`config.mk`:
```
export PLATFORM = sky130hd
export DESIGN_NAME = pavr_front
export DESIGN_NICKNAME = d
export VERILOG_FILES = /design/src/rtl/pavr_pkg.sv /design/src/rtl/pavr_front.sv
export SDC_FILE = /design/constraint.sdc
export NUM_CORES = 1
export LEC_CHECK = 0
export BUFFER_PORTS_ARGS = -buffer_cell sky130_fd_sc_hd__buf_4
export CORE_MARGIN = 5
export CORE_UTILIZATION = 35
export DETAILED_ROUTE_END_ITERATION = 16
export PLACE_DENSITY_LB_ADDON = 0.2
export SLEW_MARGIN = 20
export SYNTH_ARGS = -nofsm -noshare
export SYNTH_HDL_FRONTEND = slang
export SYNTH_SLANG_ARGS = --single-unit
```
`constraint.sdc`:
```
create_clock -name i_clk -period 3.58 [get_ports i_clk]
set_clock_uncertainty 0.2 [all_clocks]
set_input_delay 0.716 -clock i_clk [delete_from_list [all_inputs] [get_ports i_clk]]
set_output_delay 0.716 -clock i_clk [all_outputs]
set_load 0.005 [all_outputs]
```
`src/rtl/pavr_pkg.sv`:
```
// shared types, constants and the arctangent table of the vector rotator
`default_nettype none

package pavr_pkg;

    localparam int ANGLE_BITS    = 16;
    localparam int SAMPLE_BITS   = 16;
    localparam int CORDIC_STAGES = 16;
    localparam int OUT_BITS      = SAMPLE_BITS + 1;

    localparam int TURN_BITS     = 32;
    localparam int ATAN_ENTRIES  = 24;
    localparam int Z_W           = TURN_BITS + 1;
    localparam int XY_W          = 33;
    localparam int TRIG_W        = 16;
    localparam int FRAC_SHIFT    = 15;
    localparam logic [XY_W-1:0] GAIN_Q30 = XY_W'(652032874);

    localparam int S_TDATA_W = ((ANGLE_BITS + 2 * SAMPLE_BITS + 7) / 8) * 8;
    localparam int M_TDATA_W = ((2 * OUT_BITS + ANGLE_BITS + 7) / 8) * 8;

    localparam int QUEUE_DEPTH = 4;
    localparam int QUEUE_AW    = $clog2(QUEUE_DEPTH);

    typedef enum logic {
        OP_LOAD = 1'b0,
        OP_ADD  = 1'b1
    } t_op;

    typedef struct packed {
        logic signed [ANGLE_BITS-1:0]  heading;
        logic signed [SAMPLE_BITS-1:0] x;
        logic signed [SAMPLE_BITS-1:0] y;
    } t_entry;

    typedef struct packed {
        logic full;
        logic empty;
    } t_q_status;

    // atan(2^-i) with 2^32 per full turn
    function automatic logic [TURN_BITS-1:0] atan_turn32(input int idx);
        logic [TURN_BITS-1:0] v;
        case (idx)
            0:       v = 32'd536870912;
            1:       v = 32'd316933406;
            2:       v = 32'd167458907;
            3:       v = 32'd85004756;
            4:       v = 32'd42667331;
            5:       v = 32'd21354465;
            6:       v = 32'd10679838;
            7:       v = 32'd5340245;
            8:       v = 32'd2670163;
            9:       v = 32'd1335087;
            10:      v = 32'd667544;
            11:      v = 32'd333772;
            12:      v = 32'd166886;
            13:      v = 32'd83443;
            14:      v = 32'd41721;
            15:      v = 32'd20860;
            16:      v = 32'd10430;
            17:      v = 32'd5215;
            18:      v = 32'd2607;
            19:      v = 32'd1303;
            20:      v = 32'd651;
            21:      v = 32'd325;
            22:      v = 32'd162;
            23:      v = 32'd81;
            default: v = '0;
        endcase
        return v;
    endfunction

endpackage

`default_nettype wire

```
`src/rtl/pavr_front.sv`:
```
// input side: heading accumulator and queue write
`default_nettype none

module pavr_front (
    input  wire logic                              i_clk,
    input  wire logic                              i_rst_n,
    input  wire logic                              s_axis_tvalid,
    output logic                                   s_axis_tready,
    input  wire logic [pavr_pkg::S_TDATA_W-1:0]    s_axis_tdata,
    input  wire logic [0:0]                        s_axis_tuser,
    input  wire pavr_pkg::t_q_status               i_q_status,
    output logic                                   o_push,
    output pavr_pkg::t_entry                       o_entry
);
    import pavr_pkg::*;

    logic signed [ANGLE_BITS-1:0]  r_heading;
    logic signed [ANGLE_BITS-1:0]  n_heading;
    logic signed [ANGLE_BITS-1:0]  angle;
    t_op                           op;

    assign angle         = s_axis_tdata[ANGLE_BITS-1:0];
    assign op            = t_op'(s_axis_tuser[0]);
    assign s_axis_tready = !i_q_status.full;
    assign o_push        = s_axis_tvalid && s_axis_tready;

    always_comb begin
        unique case (op)
            OP_ADD:  n_heading = r_heading + angle;
            OP_LOAD: n_heading = angle;
            default: n_heading = angle;
        endcase
    end

    always_ff @(posedge i_clk) begin
        if (!i_rst_n) begin
            r_heading <= '0;
        end else if (o_push) begin
            r_heading <= n_heading;
        end
    end

    assign o_entry.heading = n_heading;
    assign o_entry.x       = s_axis_tdata[ANGLE_BITS +: SAMPLE_BITS];
    assign o_entry.y       = s_axis_tdata[ANGLE_BITS + SAMPLE_BITS +: SAMPLE_BITS];

endmodule

`default_nettype wire

```
Word-level counts from Yosys, hierarchy flattened
Index checks and enable logic that the tools add are counted.
{"block": "classes", "add_sub_neg": 1, "muxes": 1, "bitwise_logic": 1, "n_reduce_logical": 2}
{"op": "$pmux W16 S2", "n": 1}
{"op": "$add A16 B16 Y16", "n": 1}
{"op": "$logic_and A1 B1 Y1", "n": 1}
{"op": "$logic_not A1 Y1", "n": 1}
{"op": "$not A1 Y1", "n": 1}
{"block": "totals", "regBits": 16, "input_bits": 54, "output_inout_bits": 50, "elab_cells": 6}

Longest topological paths before layout
{"block": "depth", "ltp_word": 2, "mapped_depth": 8, "mapped_depth_nobuf": 8}

Least setup slack after synthesis
OpenSTA, ideal clock, no wires.
{"block": "synth_timing", "path_type": "input -> output", "from": "input s_axis_tdata[0] in the netlist's numbering", "to": "output o_entry[44] in the netlist's numbering", "arrival_ns": 2.398, "required_ns": 2.664, "slack_ns": 0.266, "stages": 8, "n_path_buf": 0, "path_cell_list": "ha_1 -> fa_1 -> a21oi_1 -> o21a_1 -> nor3_2 -> nor2_1 -> mux2_1 -> o21ai_1"}
{"item": "from (decl)", "line_no": "pavr_front.sv:9", "source": "input wire logic [pavr_pkg::S_TDATA_W-1:0] s_axis_tdata,"}
{"item": "to (decl)", "line_no": "pavr_front.sv:13", "source": "output pavr_pkg::t_entry o_entry"}

==> run summary <==
outcome -> finished clean
Synth warnings -> 0
first-pass GRT wire length -> 7.82 mm
Post-synth top cells -> buf_4, nand2_1, a21oi_1
initial antenna violation count -> 0
CTS Buffer Depth -> 2
root buf cell -> clkbuf_8
M2 GR Usage -> 20.0%
worst slew pin tran -> 0.571 ns
critical path capture point type -> output pin
DR iter-0 viols -> 115
RSZ-0062 raised after global routing -> true
post-synthesis average cell area -> 8.03 um^2
Via density -> 5.09
Final Non-Filler Cells -> 329
GRT Util Overall -> 13.1%
post-synth top area cell -> dfxtp_1
leading cell type by number of instances after synthesis -> buf_4
multi-input combinational cell area -> 1310 um^2
# rows -> 26
startpoint types -> input pin
vias in the first global route -> 1651
crit path DAT -> 2.63 ns
largest net degree at the start of global routing -> 23
Post-synth EDFFs -> 0
Die W -> 83.6 um
post-DP HPWL -> 3.58 mm
flops & latches, synth -> 16
die height -> 83.6 um
Post-Synthesis Cells -> 236
Fill cells -> 544
vias -> 1674
Synth cell types -> 55
max-cap violations -> 0
initial core utilization -> 36.6%
Port Buf Inserts -> 38
Sink Count -> 16
Routed WL -> 4.69 mm
Synth Cell Area -> 1890 um^2
Max H-tree Level -> 1
1st-pass router iterations -> 4
largest cells by area after synthesis -> dfxtp_1, buf_4, ha_1
Synth top area share -> 16.9%
biggest regs -> r_heading (16)
die area -> 6980 um^2
total gr overflow -> 0
cts bufs inserted -> 3
Routed Antenna Nets -> 0
core area -> 5170 um^2
Reg area -> 320 um^2
Final Hold Fails -> 0
Largest register FFs -> 16
min-delay worst type -> flop to flop
Reg clk slew, reported paths -> 0.07 ns
FFs w/ async S/R, synth -> 0%
placed insts -> 321
relative slew slack -> 60.9%
endpoints failing setup -> 0
ant diodes -> 0
Max Fclk -> 282 MHz
Placer Congestion -> 0.775
met3 Use GR -> 2.17%
# hold bufs at CTS -> 0
Top reg by flops -> r_heading
min Tclk post-route -> 3.55 ns
Leak -> 0.00104 uW
Tcrit/Tclk final -> 99.1%
CP max FO -> 3
Nets -> 330
GR peak layer -> met2
met1 usage -> 18.4%
pwr dens -> 311 nW/um^2
clk_lat worst skew -> 0.26 ns
Post-synth top flop -> dfxtp_1
critical path class -> input pin to output pin
wire per inst -> 14.3 um
Worst EP required -> 2.66 ns
Hold WS -> 0.261 ns
DRC -> 0
Peak VDD IR -> 0.000120 V
Net Count, Synth -> 306
Layout area overhead -> 18.9%
Seq/Total Area, Yosys -> 16.9%
CTS tree -> done
layout cells sized above 1 -> 36.3%
Max Slew Vio Count -> 0
io pins -> 104
## metrics by stage
step	utilization (%)	power (uW)	instance area [um^2]	setup WS (ns)	TNS [ns]
after floorplan	-	422	1890	0.266	0
after global placement	40.4	509	2090	-0.0715	-0.0731
after detailed placement	40.4	511	2090	-0.0628	-0.0673
after CTS	41.6	688	2150	0.0263	0
after global routing	43.5	756	2250	-0.0506	-0.0745
final	43.5	701	2250	0.0313	0
## cell usage in the layout (no fill, tap or decap), types with 2 or more instances in the layout
cell	n
ha_2	4
o21a_1	3
xnor2_1	8
and3_1	3
clkbuf_8	4
buf_4	57
o21ai_0	14
nand3b_1	2
a21oi_1	16
nor2b_1	3
nor3_1	7
o21ai_2	2
o211a_1	3
mux2_2	9
nor2_1	14
a21o_1	5
o211ai_1	2
o21ba_1	3
or2_2	2
nand2_1	18
nor4_1	3
a21oi_2	2
a211o_1	2
nand3_1	6
ha_1	10
mux2i_1	3
inv_1	5
o31a_1	2
dfxtp_1	16
## per-layer routing
metal,part of all wire (%),wire length [um],up-vias
li1,-,-,871
met1,49,2290,754
met2,45,2120,38
met3,4.6,215,11
met4,1.5,69,0
met5,0,0,-
## power by group
part	leakage, uW	switching (uW)	total [uW]	internal (uW)
sequential	0.000132	8.65	200	191
combinational	0.000877	156	329	174
clock	0.0000288	74.3	172	97.8
## kinds of logic after synthesis
group,Yosys count,synth area share [%]
buf+inv,46,17.3
mux,13,7.53
simple gates,68,18.1
fa+ha+maj,16,11.0
flops,16,16.9
xor+xnor,9,4.16
compound gates,68,25.0
## worst max-delay path, stage by stage
cell	delay (ns)
buf_8	0.10
ha_4	0.20
a211o_1	0.35
a211oi_4	0.29
o21a_1	0.18
o21ai_2	0.08
or4_4	0.53
nand3_2	0.08
buf_6	0.09
## path summary, 6_finish.rpt
check / cells after the start / to / slack [ns] / start
worst max-delay path: 9 / o_entry[45] / 0.03 / s_axis_tdata[1]
worst min-delay path: 2 / r_heading[5]$_SDFFE_PN0P_ / 0.26 / r_heading[5]$_SDFFE_PN0P_
worst max register to register: 8 / r_heading[13]$_SDFFE_PN0P_ / 0.91 / r_heading[1]$_SDFFE_PN0P_
worst min register to register: 2 / r_heading[5]$_SDFFE_PN0P_ / 0.26 / r_heading[5]$_SDFFE_PN0P_
## what timing repair did
action,in CTS,in global routing
cloned,0,0
setup buffers,0,4
setup endpoints to repair,3,4
gates resized for setup,3,16
pin swaps,1,8
## final cells by class
class	count	share of cell area, %
inverters	6	1.00
repair buffers	59	20.2
well taps	70	3.89
flip-flops and latches	16	14.2
clock buffers	4	2.44
multi-input cells	174	58.3
Note: power is estimated with default switching activity, not from simulation.
