## src/rtl/pavr_pkg.sv

```systemverilog
// shared types, constants and the arctangent table of the vector rotator
`default_nettype none

package pavr_pkg;

    localparam int ANGLE_BITS    = 16;
    localparam int SAMPLE_BITS   = 16;
    localparam int CORDIC_STAGES = 16;
    localparam int OUT_BITS      = SAMPLE_BITS + 1;

    localparam int TURN_BITS     = 32;
    localparam int ATAN_ENTRIES  = 24;
    localparam int Z_W           = TURN_BITS + 1;
    localparam int XY_W          = 33;
    localparam int TRIG_W        = 16;
    localparam int FRAC_SHIFT    = 15;
    localparam logic [XY_W-1:0] GAIN_Q30 = XY_W'(652032874);

    localparam int S_TDATA_W = ((ANGLE_BITS + 2 * SAMPLE_BITS + 7) / 8) * 8;
    localparam int M_TDATA_W = ((2 * OUT_BITS + ANGLE_BITS + 7) / 8) * 8;

    localparam int QUEUE_DEPTH = 4;
    localparam int QUEUE_AW    = $clog2(QUEUE_DEPTH);

    typedef enum logic {
        OP_LOAD = 1'b0,
        OP_ADD  = 1'b1
    } t_op;

    typedef struct packed {
        logic signed [ANGLE_BITS-1:0]  heading;
        logic signed [SAMPLE_BITS-1:0] x;
        logic signed [SAMPLE_BITS-1:0] y;
    } t_entry;

    typedef struct packed {
        logic full;
        logic empty;
    } t_q_status;

    // atan(2^-i) with 2^32 per full turn
    function automatic logic [TURN_BITS-1:0] atan_turn32(input int idx);
        logic [TURN_BITS-1:0] v;
        case (idx)
            0:       v = 32'd536870912;
            1:       v = 32'd316933406;
            2:       v = 32'd167458907;
            3:       v = 32'd85004756;
            4:       v = 32'd42667331;
            5:       v = 32'd21354465;
            6:       v = 32'd10679838;
            7:       v = 32'd5340245;
            8:       v = 32'd2670163;
            9:       v = 32'd1335087;
            10:      v = 32'd667544;
            11:      v = 32'd333772;
            12:      v = 32'd166886;
            13:      v = 32'd83443;
            14:      v = 32'd41721;
            15:      v = 32'd20860;
            16:      v = 32'd10430;
            17:      v = 32'd5215;
            18:      v = 32'd2607;
            19:      v = 32'd1303;
            20:      v = 32'd651;
            21:      v = 32'd325;
            22:      v = 32'd162;
            23:      v = 32'd81;
            default: v = '0;
        endcase
        return v;
    endfunction

endpackage

`default_nettype wire

```

## src/rtl/pavr_queue.sv

```systemverilog
// short queue between the heading front and the rotation pipeline
`default_nettype none

module pavr_queue (
    input  wire logic               i_clk,
    input  wire logic               i_rst_n,
    input  wire logic               i_push,
    input  wire pavr_pkg::t_entry   i_entry,
    input  wire logic               i_pop,
    output pavr_pkg::t_entry        o_entry,
    output pavr_pkg::t_q_status     o_status
);
    import pavr_pkg::*;

    t_entry                 r_mem [QUEUE_DEPTH];
    logic [QUEUE_AW-1:0]    r_wr;
    logic [QUEUE_AW-1:0]    r_rd;
    logic [QUEUE_AW:0]      r_cnt;
    logic                   do_pop;

    assign o_status.full  = (r_cnt == (QUEUE_AW+1)'(QUEUE_DEPTH));
    assign o_status.empty = (r_cnt == '0);
    assign do_pop         = i_pop && !o_status.empty;
    assign o_entry        = r_mem[r_rd];

    always_ff @(posedge i_clk) begin
        if (i_push) begin
            r_mem[r_wr] <= i_entry;
        end
    end

    always_ff @(posedge i_clk) begin
        if (!i_rst_n) begin
            r_wr  <= '0;
            r_rd  <= '0;
            r_cnt <= '0;
        end else begin
            if (i_push) begin
                r_wr <= r_wr + 1'b1;
            end
            if (do_pop) begin
                r_rd <= r_rd + 1'b1;
            end
            unique case ({i_push, do_pop})
                2'b10:   r_cnt <= r_cnt + 1'b1;
                2'b01:   r_cnt <= r_cnt - 1'b1;
                default: r_cnt <= r_cnt;
            endcase
        end
    end

endmodule

`default_nettype wire

```

## config.mk

```make
export PLATFORM = sky130hd
export DESIGN_NAME = pavr_queue
export DESIGN_NICKNAME = d
export VERILOG_FILES = /design/src/rtl/pavr_pkg.sv /design/src/rtl/pavr_queue.sv
export SDC_FILE = /design/constraint.sdc
export NUM_CORES = 1
export LEC_CHECK = 0
export BUFFER_PORTS_ARGS = -buffer_cell sky130_fd_sc_hd__buf_2
export CAP_MARGIN = 30
export CELL_PAD_IN_SITES_DETAIL_PLACEMENT = 1
export CELL_PAD_IN_SITES_GLOBAL_PLACEMENT = 1
export CORE_MARGIN = 2
export CORE_UTILIZATION = 32
export DETAILED_ROUTE_END_ITERATION = 8
export HOLD_SLACK_MARGIN = 0.02
export PLACE_DENSITY_LB_ADDON = 0.1
export SYNTH_ARGS = -nofsm -noshare
export SYNTH_HDL_FRONTEND = slang
export SYNTH_SLANG_ARGS = --single-unit
```

## constraint.sdc

```tcl
create_clock -name i_clk -period 3.4 [get_ports i_clk]
set_clock_uncertainty 0.05 [all_clocks]
set_input_delay 0.17 -clock i_clk [delete_from_list [all_inputs] [get_ports i_clk]]
set_output_delay 0.17 -clock i_clk [all_outputs]
set_load 0.02 [all_outputs]
```

Word level (Yosys, flattened, before mapping):

Memories as Yosys holds them, arrays and structs flattened. A register that Yosys moved wholly into a read port is not among the register bits.
Cells that the tools add are included.

* register bits: 7
* word-level logic and storage cells: 20
* output and inout bits: 50
* memories: 1
* RAM bits: 192
* bits of input ports: 52

* add/sub/neg operators: 4
* reductions and logical operators: 4
* eq/ne operators: 3
* mux-type cells: 5

Memories
* r_mem: depth 4, bits a word 48, rd ports 1, clocked after memory_dff 1, wr ports 1, line pavr_queue.sv:15 `t_entry r_mem [QUEUE_DEPTH];`

Operator list (number)
* $pmux 3 s2: 1
* $add 2x1->2 const B: 2
* $mux 2: 2
* $add 3x1->3 const B: 1
* $eq 3x3->1 const B: 1
* $logic_not 3->1: 1
* $sub 3x1->3 const B: 1
* $eq 2x1->1 const B: 1
* $eq 2x2->1 const B: 1
* $mux 1: 2
* $reduce_bool 2->1: 1
* $logic_and 1x1->1: 1
* $logic_not 1->1: 1

Logic depth before layout (Yosys ltp):

* depth in word-level cells: 5
* mapped depth: 8
* mapped depth without buffers: 8

Least setup slack after synthesis:

No wires, ideal clock.

* path kind: register to register
* start point: reg r_wr[0]
* end point: mem r_mem[2][0] (netlist bit) (enable)
* path slack: 1.252 ns
* required time: 2.940 ns
* cell stages (with the launch flop): 4
* library setup time: 0.410 ns
* buffers on the path: 0
* arrival: 1.688 ns
* period minus slack after synthesis: 2.148 ns
* cell sequence: dfxtp_1 inv_1 ha_1 and2_1

RTL lines
* start, declared: line pavr_queue.sv:16 `logic [QUEUE_AW-1:0] r_wr;`
* start signal, assigned: line pavr_queue.sv:39 `r_wr <= r_wr + 1'b1;`
* end, declared: line pavr_queue.sv:15

No word-level cell before the write port.

==> flow_summary.ini <==
[placed_design]
dp_slack_ps = 1350
dp_hpwl_microns = 8810
placed_cells = 682
gp_congestion = 0.641
portBuffers = 101
place_area_sq_um = 8300

[synthesis]
synthArstFlopShare = 0
postSynthCellCount = 299
yosysUniqueCellTypes = 22
synth_fp_nets = 357
ys_top_cells_by_area = edfxtp_1 (78%), mux4_2 (15%), dfxtp_1 (2.4%), ha_1 (0.85%), and2_1 (0.59%)
syn_avg_cell_area_sq_um = 24.7
synth_most_common_cell = edfxtp_1
ys.flop_type = edfxtp_1
netlist_top_cells_count = edfxtp_1 (192), mux4_2 (48), dfxtp_1 (9), and2_1 (7), inv_1 (6)
seq_area_frac_synth = 0.805
synth_edf_count = 192
netlist.top_cell.by_area = edfxtp_1
yosysTopAreaCellShare = 0.780
synth_warnings = 0
syn_area_sq_um = 7390
synth-seq-cells = 201

[detailed_routing]
routed-via-count = 3613
routed_wl_microns = 15100
route.met3.wl_microns = 854
topRoutingLayerUsed = met4
firstDrtPassIters = 4
wire_per_inst_microns = 19.6
first_iter_violations = 162
met1_length_microns = 6590
dr_wl_met2_microns = 7400
avgViaCountPerCell = 4.67
drtAntennaViolNets = 0
remaining_drc_errors = 0

[grt]
antenna_found_initial = 0
track_usage = 0.128
grt_max_degree = 38
gr-total-overflow = 0
grt_pass1_wl_microns = 23400
grt_pass1_vias = 4044

[die]
die-area_sq_um = 24300
die_h_microns = 156
core_sq_um = 22600
io_pins = 102
start_util = 0.326
row_count = 55
dieWidth_microns = 156

[outcome]
status = finished clean

[final_layout]
finalNetCount = 531
fillCellCount = 2146
seq_area_sq_um = 5950
finalInstanceArea_sq_um = 9590
drive_gt1_frac = 0.401
utilization = 0.424
stdcell_count = 774
area_growth_pct = 29.9
multi_input_comb_area_sq_um = 1350
num_antenna_cells = 0

[worst_setup_path]
cp_slowest_cell = dfxtp_4
crit_path_end_kind = primary output
worst-endpoint-arrival_ps = 2280
timing.rr.start = r_cnt[2]$_SDFFE_PN0P_
reg2reg_to = r_cnt[2]$_SDFFE_PN0P_
cp.required_ps = 3180
crit_type = flop to primary output
rr_worst_depth = 8
max_stage_delay_ps = 680
r2r_setup_slack_ps = 1370
startpoint_type = flop
crit_chain = buf_12 > mux4_2 > buf_2
worstPathMaxFanout = 26

[sta]
fin_tns_setup_ps = 0
worst_pin_slew_ps = 734
period_minus_slack_ps = 2500
rsz0062_at_grt = false
period_share = 0.735
maxSlewHeadroom = 0.511
fmax_ghz = 0.400
layout_setup_ws_ps = 902
setup_violations = 0
hold_slack_ps = 374
hold_viol_final = 0
drv_slew = 0

[clock_network]
clk-insertion-delay-late_ps = 490
cts_sinks = 201
htree_levels = 1
clock_path_buffers = 3
cts_tree = done
clk_pin_slew_worst_paths_ps = 60
cts-root-buf = clkbuf_16
cts_inserted_buffers = 23
postCtsResizedCells = 0

[pwr]
total_power_mw = 6.84
ir_worst_vdd_uv = 315
leakagePower_nw = 3.26
cellPowerDensity_nw_per_um2 = 713

[hold_path]
whs_path_depth = 2
holdCritStartpoint = i_entry[24]
hold_end = r_mem[3][24]$_DFFE_PP_
min_path_type = primary input to flop

[job]
max-cap-violations = 0
==> power breakdown <==
| part | switching, mW | internal, mW | total (mW) |
|---|---|---|---|
| clock network | 0.936 | 1.61 | 2.54 |
| logic | 0.688 | 0.613 | 1.30 |
| registers | 0.129 | 2.86 | 2.99 |
| total | 1.75 | 5.08 | 6.84 |
==> cell type report <==
type | instances | share of cell area
flip-flops and latches | 201 | 0.620
inverters | 6 | 0.00235
repair buffers | 159 | 0.118
clock buffers | 25 | 0.0608
well taps | 285 | 0.0372
clock inverters | 16 | 0.0206
multi-input cells | 82 | 0.141
==> layout by cell type (no fill, tap or decap), types with 2 or more instances in the layout <==
cell type | Yosys | final
and2_2 | 0 | 4
mux4_2 | 48 | 48
buf_4 | 2 | 2
bufinv_16 | 0 | 5
nand2_1 | 3 | 3
or3_1 | 2 | 2
buf_2 | 3 | 101
dfxtp_1 | 9 | 7
and2_1 | 7 | 3
clkinv_2 | 0 | 5
xor2_1 | 2 | 2
clkinv_1 | 0 | 6
dlygate4sd3_1 | 0 | 51
clkbuf_1 | 2 | 2
edfxtp_1 | 192 | 192
ha_1 | 5 | 5
buf_12 | 0 | 5
o21ai_0 | 5 | 5
inv_1 | 6 | 6
nor2b_1 | 2 | 2
clkbuf_16 | 0 | 23
a21boi_0 | 2 | 2
==> critical path: cells and delay by family (launching register included) <==
family | cells | cell delay (ps)
mux | 1 | 580
buf+inv | 2 | 510
flops | 1 | 680
==> routing by layer <==
metal,global-route usage,up-vias
met4,0.0367,0
li1,-,1607
met5,0,-
met3,0.0325,32
met2,0.215,87
met1,0.166,1887
==> how the worst max path moves through the flow <==
stage                       endpoint            startpoint  depth (start not counted)
2_1_floorplan  r_mem[2][0]$_DFFE_PP_  r_wr[0]$_SDFFE_PN0P_                          3
3_3_place_gp             o_entry[41]                  flop                          3
3_5_place_dp             o_entry[43]                  flop                          3
4_1_cts                  o_entry[43]                  flop                          3
5_1_grt                  o_entry[43]                  flop                          3
6_report                 o_entry[43]                  flop                          3
==> flip-flops by register name, summed over array words and instances, names as in the netlist, named ones only <==
register	count
r_mem	192
r_cnt	3
r_rd	2
r_wr	2
==> cell families after synthesis <==
group	synth area share
xor+xnor	0.00356
compound gates	0.00542
buf+inv	0.0127
fa+ha+maj	0.0112
mux	0.148
flops	0.805
simple gates	0.0146
==> timing repair <==
action / 4_1_cts / 5_1_grt
hold endpoints to repair: 201 / 0
hold buffers: 51 / 0
setup endpoints to repair: 0 / 0
setup buffers: 0 / 0
(Power assumes the default switching activity.)
